File: src/rtl/sdp_pkg.sv
// Package for the span depot: sizes, op and outcome codes, queue entry type.
// No dependencies.
package sdp_pkg;

    localparam int DEPOT_SLOTS  = 64;
    localparam int CLASS_COUNT  = 32;
    localparam int SPAN_SHIFT   = 16;
    localparam int ADDRESS_BITS = 48;
    localparam int IDX_W        = $clog2(DEPOT_SLOTS);
    localparam int CNT_W        = $clog2(DEPOT_SLOTS + 1);
    localparam int CLS_W        = 5;

    typedef enum logic [2:0] {
        OP_RESERVE = 3'd0,
        OP_RELEASE = 3'd1,
        OP_PUT_RES = 3'd2,
        OP_PUT_OWN = 3'd3,
        OP_TAKE    = 3'd4,
        OP_CLEAR   = 3'd5,
        OP_NONE6   = 3'd6,
        OP_NONE7   = 3'd7
    } op_t;

    localparam logic [1:0] OUT_REFUSED = 2'd0;
    localparam logic [1:0] OUT_DONE    = 2'd1;
    localparam logic [1:0] OUT_DUP     = 2'd2;

    typedef struct packed {
        op_t                       op;
        logic [ADDRESS_BITS-1:0]   span;
        logic [7:0]                cls;
        logic [7:0]                amount;
        logic                      span_ok;
    } cmd_t;

    typedef enum logic [2:0] {
        ST_IDLE,
        ST_READ,
        ST_CHECK,
        ST_MOVE,
        ST_WRITE,
        ST_OUT
    } state_t;

endpackage

File: src/rtl/sdp_front.sv
// Front end: accepts input beats, validates put spans, pushes commands to queue.
// Depends on sdp_pkg.
module sdp_front
    import sdp_pkg::*;
(
    input  logic                    clk,
    input  logic                    rst_n,
    input  logic                    in_valid,
    output logic                    in_stall,
    input  logic [2:0]              op,
    input  logic [47:0]             span_address,
    input  logic [7:0]              size_class,
    input  logic [7:0]              amount,
    input  logic                    span_discarded,
    input  logic [47:0]             arena_base,
    input  logic [47:0]             arena_bytes,
    output logic                    q_valid,
    output cmd_t                    q_cmd,
    input  logic                    q_pop
);
    localparam int QD = 2;

    cmd_t         q_reg [QD];
    logic         wp_reg, rp_reg;
    logic [1:0]   n_reg;
    logic [47:0]  off;
    logic         ok;
    cmd_t         c;
    logic         push;

    always_comb
    begin
        off = span_address - arena_base;
        ok  = (span_address != '0) && (size_class < 8'(CLASS_COUNT))
            && (span_address >= arena_base) && (off < arena_bytes)
            && (off[SPAN_SHIFT-1:0] == '0) && span_discarded;
        c.op      = op_t'(op);
        c.span    = span_address;
        c.cls     = size_class;
        c.amount  = amount;
        c.span_ok = ok;
    end

    assign in_stall = (n_reg == 2'(QD));
    assign push     = in_valid && !in_stall;
    assign q_valid  = (n_reg != 2'd0);
    assign q_cmd    = q_reg[rp_reg];

    always_ff @(posedge clk)
    begin
        if (push)
        begin
            q_reg[wp_reg] <= c;
        end
    end

    always_ff @(posedge clk or negedge rst_n)
    begin
        if (!rst_n)
        begin
            wp_reg <= 1'b0;
            rp_reg <= 1'b0;
            n_reg  <= 2'd0;
        end
        else
        begin
            if (push)
            begin
                wp_reg <= ~wp_reg;
            end
            if (q_pop)
            begin
                rp_reg <= ~rp_reg;
            end
            n_reg <= n_reg + 2'(push) - 2'(q_pop);
        end
    end
endmodule

File: config.mk
export PLATFORM = sky130hd
export DESIGN_NAME = sdp_front
export DESIGN_NICKNAME = d
export VERILOG_FILES = /design/src/rtl/sdp_pkg.sv /design/src/rtl/sdp_front.sv
export SDC_FILE = /design/constraint.sdc
export NUM_CORES = 1
export LEC_CHECK = 0
export BUFFER_PORTS_ARGS = -buffer_cell sky130_fd_sc_hd__buf_2
export CAP_MARGIN = 20
export CORE_MARGIN = 3
export CORE_UTILIZATION = 35
export CTS_CLUSTER_DIAMETER = 40
export DETAILED_ROUTE_END_ITERATION = 16
export PLACE_DENSITY = 0.6
export SYNTH_ARGS = -nofsm -noshare
export SYNTH_HDL_FRONTEND = slang
export SYNTH_SLANG_ARGS = --single-unit
File: constraint.sdc
create_clock -name clk -period 10.6 [get_ports clk]
set_clock_uncertainty 0.15 [all_clocks]
set_input_delay 1.59 -clock clk [delete_from_list [all_inputs] [get_ports clk]]
set_output_delay 1.59 -clock clk [all_outputs]
set_load 0.01 [all_outputs]
* Word-level counts from Yosys, hierarchy flattened
Memory sizes are Yosys's and may differ from the RTL's. Cells that the tools add are included.
Storage, ports and cells: input bits 168, memories 1, output and inout port bits 70, bits in registers 4, logic and storage cells 25, RAM bits 136
Cells by class: add/sub/neg operators 3, order comparisons 3, bitwise gates (word level) 2, mux-type cells 2, reductions and logical operators 10, eq/ne operators 1
Memories:
- q_reg | words 2, width 68, read ports 1, clocked after memory_dff 0, write ports 1, line sdp_front.sv:23 | cmd_t q_reg [QD];
Operators with widths (count):
- 48-bit >= comparator | 1
- 48-bit < comparator | 1
- 48-bit nonzero test | 1
- 48-bit subtractor | 1
- 16-bit zero test | 1
- 8-bit by 6-bit < comparator with 1-bit output (second input constant) | 1
- 1-bit logical AND | 6
- 2-bit by 1-bit adder with 2-bit output | 1
- 2-bit equality test (second input constant) | 1
- 1-bit two-way mux | 2
- 1-bit NOT | 2
- 2-bit nonzero test | 1
- 2-bit by 1-bit subtractor with 2-bit output | 1
- 1-bit zero test | 1

* Longest topological paths before layout
Gate-level depths: netlist of the first run.
word-level depth 6, gate-level depth with buffers 23, depth with buffers taken out 23

* Worst setup path before layout of the first run
No wires, ideal clock.
path kind input-to-reg, start point input port span_address[0], end point memory q_reg[0][0] (netlist name) (data pin), path buffers 0, data required time 10.283 ns, path slack 4.238 ns, cell stages on the path 23, setup time 0.167 ns, arrival 6.045 ns, cells stage by stage inv_1 > ha_1 > inv_1 > fa_1 > a211oi_1 > o21ai_1 > a32o_1 > a21boi_2 > nor2_1 > o41ai_4 > o21bai_1 > a221oi_2 > xnor2_1 > ha_1 > a21o_1 > a21o_1 > a21oi_1 > nor4_1 > or3_1 > or4_4 > nor4b_2 > o2111ai_1 > a211oi_2
Between the ends: word-level cells in the longest chain between the ends 6, elaborated cells on any way between the ends 10, those cells by class add/sub (1); order compare (2); reduce/logical (7)
Ends and longest elaborated chain:
- start: declaration | line sdp_front.sv:11 | input logic [47:0] span_address,
- parallel branches: the longest is 4 deep, another holds 48-bit subtractor
- 1-bit logical AND (*) (2 in series) | line sdp_front.sv:36 | && (off[SPAN_SHIFT-1:0] == '0) && span_discarded;
- via ok | line sdp_front.sv:27 | logic ok;
- end: declaration | line sdp_front.sv:23
Mark *: on every way through the listed nets, which the timed path passes.

* Worst setup path after layout of the first run
Ends and elaborated chain as after synthesis.

==> metrics, run 1 <==
max-slew violations 0; sequential fraction of the synthesis area between 40% and 50%; clock tree root buffer cell clkbuf_16; Syn Nets 1127; width of the chip 169 um; max FFs per register 136; worst path arrival time 6790 ps; Worst path slowest cell or4_4; hold slack 374 ps; Place WS 3540 ps; prevailing post-synth register cell edfxtp_1; max-cap violations 0; leakage power figure 5.17 nW; Req. time, crit path around 11000 ps; Post-synth ARST share ~2.9%; number of global-route vias before repair between 7000 and 8000; outcome completed; Core Area 26100 sq um; largest net degree at the start of global routing 70; Post-Route WL 27.5 mm; IO Count 238; final worst setup slack 3910 ps; Syn Inst Count around 860; Detailed Place HPWL 21.6 mm; clock tree buffer depth 2; gr ovfl total 0; RePlAce Congestion 0.895; remaining antenna violation count 0; Synth Cell Area 9340 sq um; CTS Sinks 140; syn avg cell area 10.9 sq um; TritonRoute pass-1 iters 5; crit path kind in2reg; clock buffer count from CTS 17; final worst path period need 6690 ps; Worst-Margin Slew 1050 ps; vias per cell 5.19; DR iter-0 viols 499; CP max FO 4; gr busiest metal met2; CP Launch Type input port; FMAX 0.149 GHz; cell family with most CP delay compound AO/OA/AOI/OAI gates; via count 7508; Max-slew headroom between 20 and 30%; Setup Buffers After CTS 0; initial antenna violation count 1; HP Class reg2reg; Fin Setup TNS 0 ps; wire length per cell 19.0 um; first-pass GRT wire length 41.5 mm; number of flops mapped to enable cells by yosys about 140; GR Layer Usage met3 2.91%; CP Buf/Inv Count 3; I/O Buffers between 200 and 250; worst path cell trace buf_2, inv_1, ha_1, inv_1, fa_1, a211oi_1, o21ai_1, a32o_1, a21boi_2, nor2_1, o41ai_4, o21bai_1, a221oi_2, xnor2_1, ha_1, a21o_1, a21o_1, a21oi_1, nor4_1, or3_1, or4_4, nor4b_2, o2111ai_1, a211oi_2; Worst setup EP type flop; H-tree level count 4; endpoints failing hold 0; grt met1 use 26.0%; unrepaired setup endpoints after global routing no; Worst-Skew Late Latency 420 ps; Final Setup Violations 0; Area Overhead vs Synth 23.1%; CTS clk-pin slew, worst paths 70 ps; All-Layer GR Usage 18.8%; Peak VDD IR 0.104 mV; overall die height 169 um; met2 GRT Util 30.8%; PwrDens 195 nW/um^2; nets 1365; yosys warns 0; flops & latches, synth 140; drt drc 0; Final Cycle Share 63.1%; Rows 59; Initial Util 35.8%; CP max stage delay 520 ps; cts repair resizes 0; Post-CTS Hold Buffers 0; die area 28700 sq um; fraction of layout cells with a size suffix above 1 31.7%; Netlist cell types 58; CTS tree done
## synth_stat cells, types with 15 or more instances
cell	number	area, sq um
nand4_1	21	131
xnor2_1	28	245
o21ai_0	38	190
nor4_1	18	113
nand2_1	38	143
a21o_1	41	308
clkbuf_1	16	60.1
a21oi_1	62	310
xor2_1	18	158
inv_1	109	409
nand3_1	15	75.1
nor2_1	26	97.6
mux2_2	68	766
edfxtp_1	136	4080
ha_1	97	1210
## path summary, 6_finish.rpt
kind	from	endpoint	slack (ps)	depth (start not counted)
worst max-delay path	span_address[0]	q_reg[0][0]	3910	24
worst min-delay path	n_reg[0]	n_reg[0]	370	1
worst max register to register	n_reg[1]	q_reg[0][32]	8020	4
worst min register to register	n_reg[0]	n_reg[0]	370	1
max in group asynchronous	rst_n	rp_reg	9360	1
min in group asynchronous	rst_n	wp_reg	810	1
## cell families after synthesis
group / count (synthesis) / synth area share [%]
flops: 140 / 44.8
simple gates: 177 / 10.2
xor+xnor: 46 / 4.31
buf+inv: 128 / 5.14
compound gates: 204 / 14.2
fa+ha+maj: 98 / 13.2
mux: 68 / 8.19
## per-stage QoR
| stage | std cells | power [mW] | area [sq um] | util, % |
|---|---|---|---|---|
| floorplan | 861 | 1.35 | 9340 | - |
| global placement | 1415 | 1.65 | 10900 | 41.7 |
| detailed placement | 1415 | 1.66 | 10900 | 41.7 |
| CTS | 1447 | 2.27 | 11500 | 44.0 |
| global route | 1448 | 2.37 | 11500 | 44.0 |
| finish | 1448 | 2.24 | 11500 | 44.0 |
## cell usage in the layout, fill, tap and decap left out, types with 18 or more instances in the layout
cell type  count
nand2_1       38
nor2_1        25
ha_1          97
xnor2_1       28
buf_2        237
nand4_1       21
mux2_2        68
inv_1        109
nor4_1        18
edfxtp_1     136
a21o_1        41
o21ai_0       38
a21oi_1       62
xor2_1        18
## report_power, final
group	switching (mW)	internal [mW]	total [mW]	leakage (nW)
Sequential	0.0831	0.758	0.841	1.31
Combinational	0.437	0.365	0.801	3.58
Clock	0.284	0.317	0.602	0.281
Total	0.804	1.44	2.24	5.17
## layer usage
| metal | vias up | share of wire [%] |
|---|---|---|
| met5 | - | 0 |
| met4 | 0 | 1.5 |
| met3 | 26 | 4.6 |
| met2 | 216 | 47 |
| met1 | 3597 | 47 |
| li1 | 3669 | - |
## worst reg2reg max path: stages, from the launching register on
cell	delay, ps
dfrtp_1	410
nand2b_1	120
nand2_1	140
nor2_4	700
buf_4	670
## cell type report
cell class | instances | area, sq um
repair buffers | 238 | 1190
inverters | 109 | 409
well taps | 335 | 419
clock inverters | 15 | 170
diodes | 1 | 2.50
multi-input cells | 593 | 4690
fillers | 2501 | 14600
flip-flops and latches | 140 | 4190
clock buffers | 17 | 425
Note: power is estimated with default switching activity, not from simulation.
==> run 2, diff against run 1 <==
PLACE_DENSITY = 0.62   (was 0.6)
clock period = 6 ns   (was 10.6 ns; I/O delays follow)
==> run 2 against run 1 <==
Global-route usage up 0.31 points. Sequential power up 77%. Wire length up 1.7%. Core utilization up 1.0 points. Non-clock buffer count up 31. Critical path type unchanged. Largest cell class unchanged. Largest power group unchanged. Highest routed layer unchanged.
==> metrics, run 2 (synthesized netlist as in run 1, its figures left out) <==
width of the chip 169 um (unchanged); clock tree root buffer cell clkbuf_16 (unchanged); CTS tree done (unchanged); max-slew violations 0 (unchanged); placed instance area 11100 sq um (was 10900 sq um); die area 28700 sq um (unchanged); total power 4.01 mW (was 2.24 mW); CTS Sinks 140 (unchanged); Req. time, crit path 6100 ps (was 10700 ps); Detailed Place HPWL 22.0 mm (was 21.6 mm); final worst path period need 5660 ps; Post-CTS Hold Buffers 0 (unchanged); Initial Util 35.8% (unchanged); Final Setup Violations 0 (unchanged); endpoints failing hold 0 (unchanged); fraction of layout cells with a size suffix above 1 33.8% (was 31.7%); Worst-Skew Late Latency 420 ps (about the same); clock buffer count from CTS 17 (unchanged); remaining antenna violation count 0 (unchanged); max-cap violations 0 (unchanged); max FFs per register 136 (unchanged); Rows 59 (unchanged); Post-Route WL 28.0 mm (was 27.5 mm); number of global-route vias before repair 7679 (was 7419); Area Overhead vs Synth 25.9% (was 23.1%); All-Layer GR Usage 19.1% (was 18.8%); FF+latch area 4190 sq um (unchanged); Placed Cells 1445 (was 1415); via count 7628 (was 7508); Fin Setup TNS 0 ps (unchanged); worst path arrival time 5760 ps (was 6790 ps); clock tree buffer depth 2 (unchanged); initial antenna violation count 2 (was 1); CP max FO 3 (was 4); final worst setup slack 337 ps (was 3910 ps); PwrDens 341 nW/um^2 (was 195 nW/um^2); CP Launch Type input port (unchanged); leakage power figure 5.34 nW (was 5.17 nW); hold slack 113 ps (was 374 ps); design area 11800 sq um (was 11500 sq um); Worst-Margin Slew 1080 ps (was 1050 ps); overall die height 169 um (unchanged); drt drc 0 (unchanged); nets 1396 (was 1365); commonest non-fill, non-tap cell in the layout buf_2 (unchanged); area occupied by multi-input gates 4700 sq um (was 4690 sq um); IO Count 238 (unchanged); gr ovfl total 0 (unchanged); CTS clk-pin slew, worst paths 70 ps (about the same); crit path kind in2reg (unchanged); Final Cycle Share 94.4%; RePlAce Congestion 0.886 (was 0.895); Worst setup EP type flop (unchanged); Core Area 26100 sq um (unchanged); I/O Buffers 237 (unchanged); vias per cell 5.15 (was 5.19); Post-Layout Cell Count 1480 (was 1448); Util after Layout 45.0% (was 44.0%); H-tree level count 4 (unchanged); Place WS -236 ps (was 3540 ps); HP Class in2async (was reg2reg); largest net degree at the start of global routing 70 (unchanged); DR iter-0 viols 548 (was 499); reg2reg setup slack 3390 ps (was 8020 ps); wire length per cell 18.9 um (was 19.0 um); # fillers 2520 (was 2501); TritonRoute pass-1 iters 5 (unchanged); FMAX 0.177 GHz; Peak VDD IR 0.224 mV (was 0.104 mV); first-pass GRT wire length 42.3 mm (was 41.5 mm); outcome completed (unchanged); most frequent cells in the layout buf_2, edfxtp_1, inv_1 (unchanged); Max-slew headroom 28.1% (was 30.0%)
[run 2: changes by cell type in the layout (fill, tap and decap cells not counted), moves of 2 or more]
| cell | delta |
|---|---|
| buf_4 | +31 |
| clkinv_8 | +2 |
| clkinv_4 | +2 |
| clkinvlp_4 | -3 |
[run 2: layout make-up]
type | instances | area share, %
Timing Repair Buffer | 269 | 12.1
Sequential cell | 140 | 35.6
Clock inverter | 15 | 1.65
Clock buffer | 17 | 3.62
Inverter | 109 | 3.48
Tap cell | 335 | 3.56
Multi-Input combinational cell | 593 | 39.9
Antenna cell | 2 | 0.0425
[run 2: power by group]
part / switching (mW) / total [mW] / internal, mW
Clock: 0.514 / 1.08 / 0.570
Combinational: 0.767 / 1.43 / 0.667
Sequential: 0.154 / 1.49 / 1.34
Total: 1.43 / 4.01 / 2.58
[run 2: final timing paths]
| path | startpoint | to | cells after the start |
|---|---|---|---|
| worst max-delay path | span_address[0] | q_reg[1][0] | 24 |
| max in group asynchronous | rst_n | rp_reg | 1 |
| worst max register to register | n_reg[1] | q_reg[0][36] | 4 |
| worst min-delay path | rst_n | n_reg[0] | 1 |
| worst min register to register | n_reg[0] | n_reg[0] | 1 |
| min in group clk | n_reg[0] | n_reg[0] | 1 |
[run 2: repair_timing]
item / 4_1_cts / 5_1_grt
resized for setup: 0 / 2
setup endpoints to repair: 0 / 2
buffers inserted: 0 / 1
[run 2: metal layers]
layer	global-route usage, %	up-vias	wire length (um)
met3	3.75	45	1540
li1	-	3730	-
met1	25.8	3596	12700
met4	6.40	0	674
met5	0	-	0
met2	30.9	257	13100
[run 2: critical path: stages]
cell and delay (ps):
buf_2 110, inv_1 60, ha_1 180, inv_1 60, fa_1 400, a211oi_2 220, o21ai_1 130, a32o_1 240
a21boi_2 210, nor2_1 120, o41ai_4 330, o21bai_2 150, a221oi_2 270, xnor2_1 110, ha_1 190, a21o_1 170
a21o_1 170, a21oi_1 180, nor4_1 80, or3_1 370, or4_4 520, nor4b_2 250, o2111ai_1 160, a211oi_2 200
==> run 3, diff against run 2 <==
ABC_AREA = 1   (was unset)
PLACE_DENSITY = 0.61   (was 0.62)
==> run 3 against run 2 <==
Fmax up 34%. Critical path depth up 2. Synthesized area up 8.9%. Critical endpoint unchanged. Largest cell class unchanged.
==> metrics, run 3 <==
Max-slew headroom 32.4% (was 28.1%); overall die height 177 um (was 169 um); cell taking the most area after synthesis edfxtp_1 (unchanged); Syn Nets 1453 (was 1127); # fillers 2924 (was 2520); Area Overhead vs Synth 22.3% (was 25.9%); Worst-Margin Slew 1010 ps (was 1080 ps); cts repair resizes 0 (unchanged); CP max FO 4 (was 3); max-slew violations 0 (unchanged); Core Area 28200 sq um (was 26100 sq um); Syn Inst Count 1187 (was 861); flops & latches, synth 140 (unchanged); main combinational cell family by area after synthesis simple AND/OR/NAND/NOR gates (was compound AO/OA/AOI/OAI gates); most frequent cells in the layout buf_2, nand2_1, inv_1 (was buf_2, edfxtp_1, inv_1); initial antenna violation count 1 (was 2); I/O Buffers 237 (unchanged); drt drc 0 (unchanged); clock tree buffer depth 2 (unchanged); CTS Sinks 140 (unchanged); Worst setup EP type flop (unchanged); nets 1703 (was 1396); Post-synth ARST share 2.86% (unchanged); Final Cycle Share 70.7% (was 94.4%); Setup Buffers After CTS 0 (unchanged); post-synthesis simple-gate area fraction 19.3% (was 10.2%); syn avg cell area 8.57 sq um (was 10.9 sq um); Peak VDD IR 0.219 mV (was 0.224 mV); Post-CTS Hold Buffers 0 (unchanged); via count 8893 (was 7628); Commonest cells post-synth nand2_1, inv_1, nor2_1 (was edfxtp_1, inv_1, ha_1); CP max stage delay 470 ps (was 520 ps); TritonRoute pass-1 iters 5 (unchanged); CTS clk-pin slew, worst paths 70 ps (about the same); CP Launch Type input port (unchanged); max-cap violations 0 (unchanged); Rows 61 (was 59); Worst-Skew Late Latency 420 ps (about the same); prevailing post-synth register cell edfxtp_1 (unchanged); PwrDens 326 nW/um^2 (was 341 nW/um^2); cell mode on critical path nand2_1; Initial Util 36.0% (was 35.8%); DR iter-0 viols 487 (was 548); largest net degree at the start of global routing 70 (unchanged); IO Count 238 (unchanged); yosys warns 0 (unchanged); post-synth top area share 40.1% (was 43.7%); Netlist cell types 40 (was 58); vias per cell 4.86 (was 5.15); clock buffer count from CTS 17 (unchanged); commonest non-fill, non-tap cell in the layout buf_2 (unchanged); placed instance area 11800 sq um (was 11100 sq um); CTS tree done (unchanged); design area 12500 sq um (was 11800 sq um); first-pass GRT wire length 48.6 mm (was 42.3 mm); remaining antenna violation count 0 (unchanged); gr ovfl total 0 (unchanged); max FFs per register 136 (unchanged); FMAX 0.236 GHz (was 0.177 GHz); Post-Route WL 32.1 mm (was 28.0 mm); Fin Setup TNS 0 ps (unchanged); number of global-route vias before repair 8938 (was 7679); top-count cell post-synth nand2_1 (was edfxtp_1); number of flops mapped to enable cells by yosys 136 (unchanged); Detailed Place HPWL 26.3 mm (was 22.0 mm); Synth Area in Compound Gates 9.10% (was 14.2%); Worst path slowest cell fa_1 (was or4_4); Synth Area in Adders 12.1% (was 13.2%); wire length per cell 17.6 um (was 18.9 um); width of the chip 177 um (was 169 um); Final Setup Violations 0 (unchanged); All-Layer GR Usage 20.3% (was 19.1%); final worst setup slack 1760 ps (was 337 ps); final worst path period need 4240 ps (was 5660 ps); Synth Cell Area 10200 sq um (was 9340 sq um); total power 4.06 mW (was 4.01 mW); outcome completed (unchanged); crit path kind in2reg (unchanged); top cells by area, synth edfxtp_1, ha_1, nand2_1 (was edfxtp_1, ha_1, mux2_2); post-synthesis xor/xnor area fraction 3.27% (was 4.31%); Req. time, crit path 6040 ps (was 6100 ps); unrepaired setup endpoints after global routing no; endpoints failing hold 0 (unchanged); Place WS 1330 ps (was -236 ps); die area 31200 sq um (was 28700 sq um); HP Class in2async (unchanged); worst path arrival time 4280 ps (was 5760 ps); fraction of layout cells with a size suffix above 1 25.3% (was 33.8%); H-tree level count 4 (unchanged); leakage power figure 5.69 nW (was 5.34 nW); clock tree root buffer cell clkbuf_16 (unchanged); sequential fraction of the synthesis area 41.1% (was 44.8%); hold slack 122 ps (was 113 ps); mux cell area share after synthesis 7.52% (was 8.19%); RePlAce Congestion 0.937 (was 0.886)
==> run 3: cell types whose count changed in the layout (fill, tap and decap cells not counted), moves of 10 or more <==
cell / before / now
o21ai_0: 38 / 55
nor2_1: 25 / 146
nand2_1: 38 / 215
inv_1: 109 / 196
xor2_1: 18 / 28
buf_4: 32 / 2
nand3_1: 15 / 47
a21oi_1: 62 / 90
xnor2_1: 28 / 10
nor4_1: 18 / 2
nand2_2: 0 / 12
a21o_1: 41 / 5
nor2b_1: 12 / 0
==> run 3: cell families after synthesis <==
kind of cell / count (synthesis)
buf+inv: 206
xor+xnor: 38
flops: 140
mux: 68
fa+ha+maj: 98
simple gates: 466
compound gates: 171
==> run 3: power by group <==
| group | internal, mW | switching [mW] |
|---|---|---|
| Clock | 0.662 | 0.449 |
| Combinational | 0.628 | 0.836 |
| Sequential | 1.34 | 0.146 |
==> run 3: per-layer routing <==
layer	track usage [%]	up-vias	routed length [um]
met5	0	-	0
met4	5.27	0	514
met3	3.81	30	1700
met2	33.0	225	14900
met1	27.9	4156	15000
li1	-	4482	-
==> run 3: layout make-up <==
class	instances	area [sq um]	share of cell area [%]
Antenna cell	2	5.00	0.0402
Clock buffer	17	425	3.42
Clock inverter	14	183	1.47
Inverter	198	743	5.97
Multi-Input combinational cell	841	5230	42.0
Sequential cell	140	4190	33.6
Tap cell	378	473	3.80
Timing Repair Buffer	239	1200	9.65
==> run 3: final timing paths <==
kind / start / endpoint / slack, ps / depth (start not counted)
setup / recovery: span_address[0] / q_reg[1][0] / 1760 / 26
hold / removal: rst_n / n_reg[0] / 120 / 1
setup reg to reg: n_reg[1] / q_reg[1][17] / 3520 / 4
hold reg to reg: n_reg[0] / n_reg[0] / 400 / 1
max in group asynchronous: rst_n / rp_reg / 5440 / 1
min in group clk: n_reg[0] / n_reg[0] / 400 / 1
==> run 3: per-stage QoR <==
step / util (%) / cells
finish: 44.1 / 1829
global route: 44.1 / 1828
CTS: 44.1 / 1827
detailed placement: 41.9 / 1796
global placement: 41.9 / 1796
floorplan: - / 1187
==> run 3: worst max-delay path: cells and delay by family <==
kind | cells | cell delay [ps]
and+or+nand+nor | 19 | 1900
buffers and inverters | 3 | 310
AOI/OAI and AO/OA | 1 | 170
adders and majority gates | 3 | 990
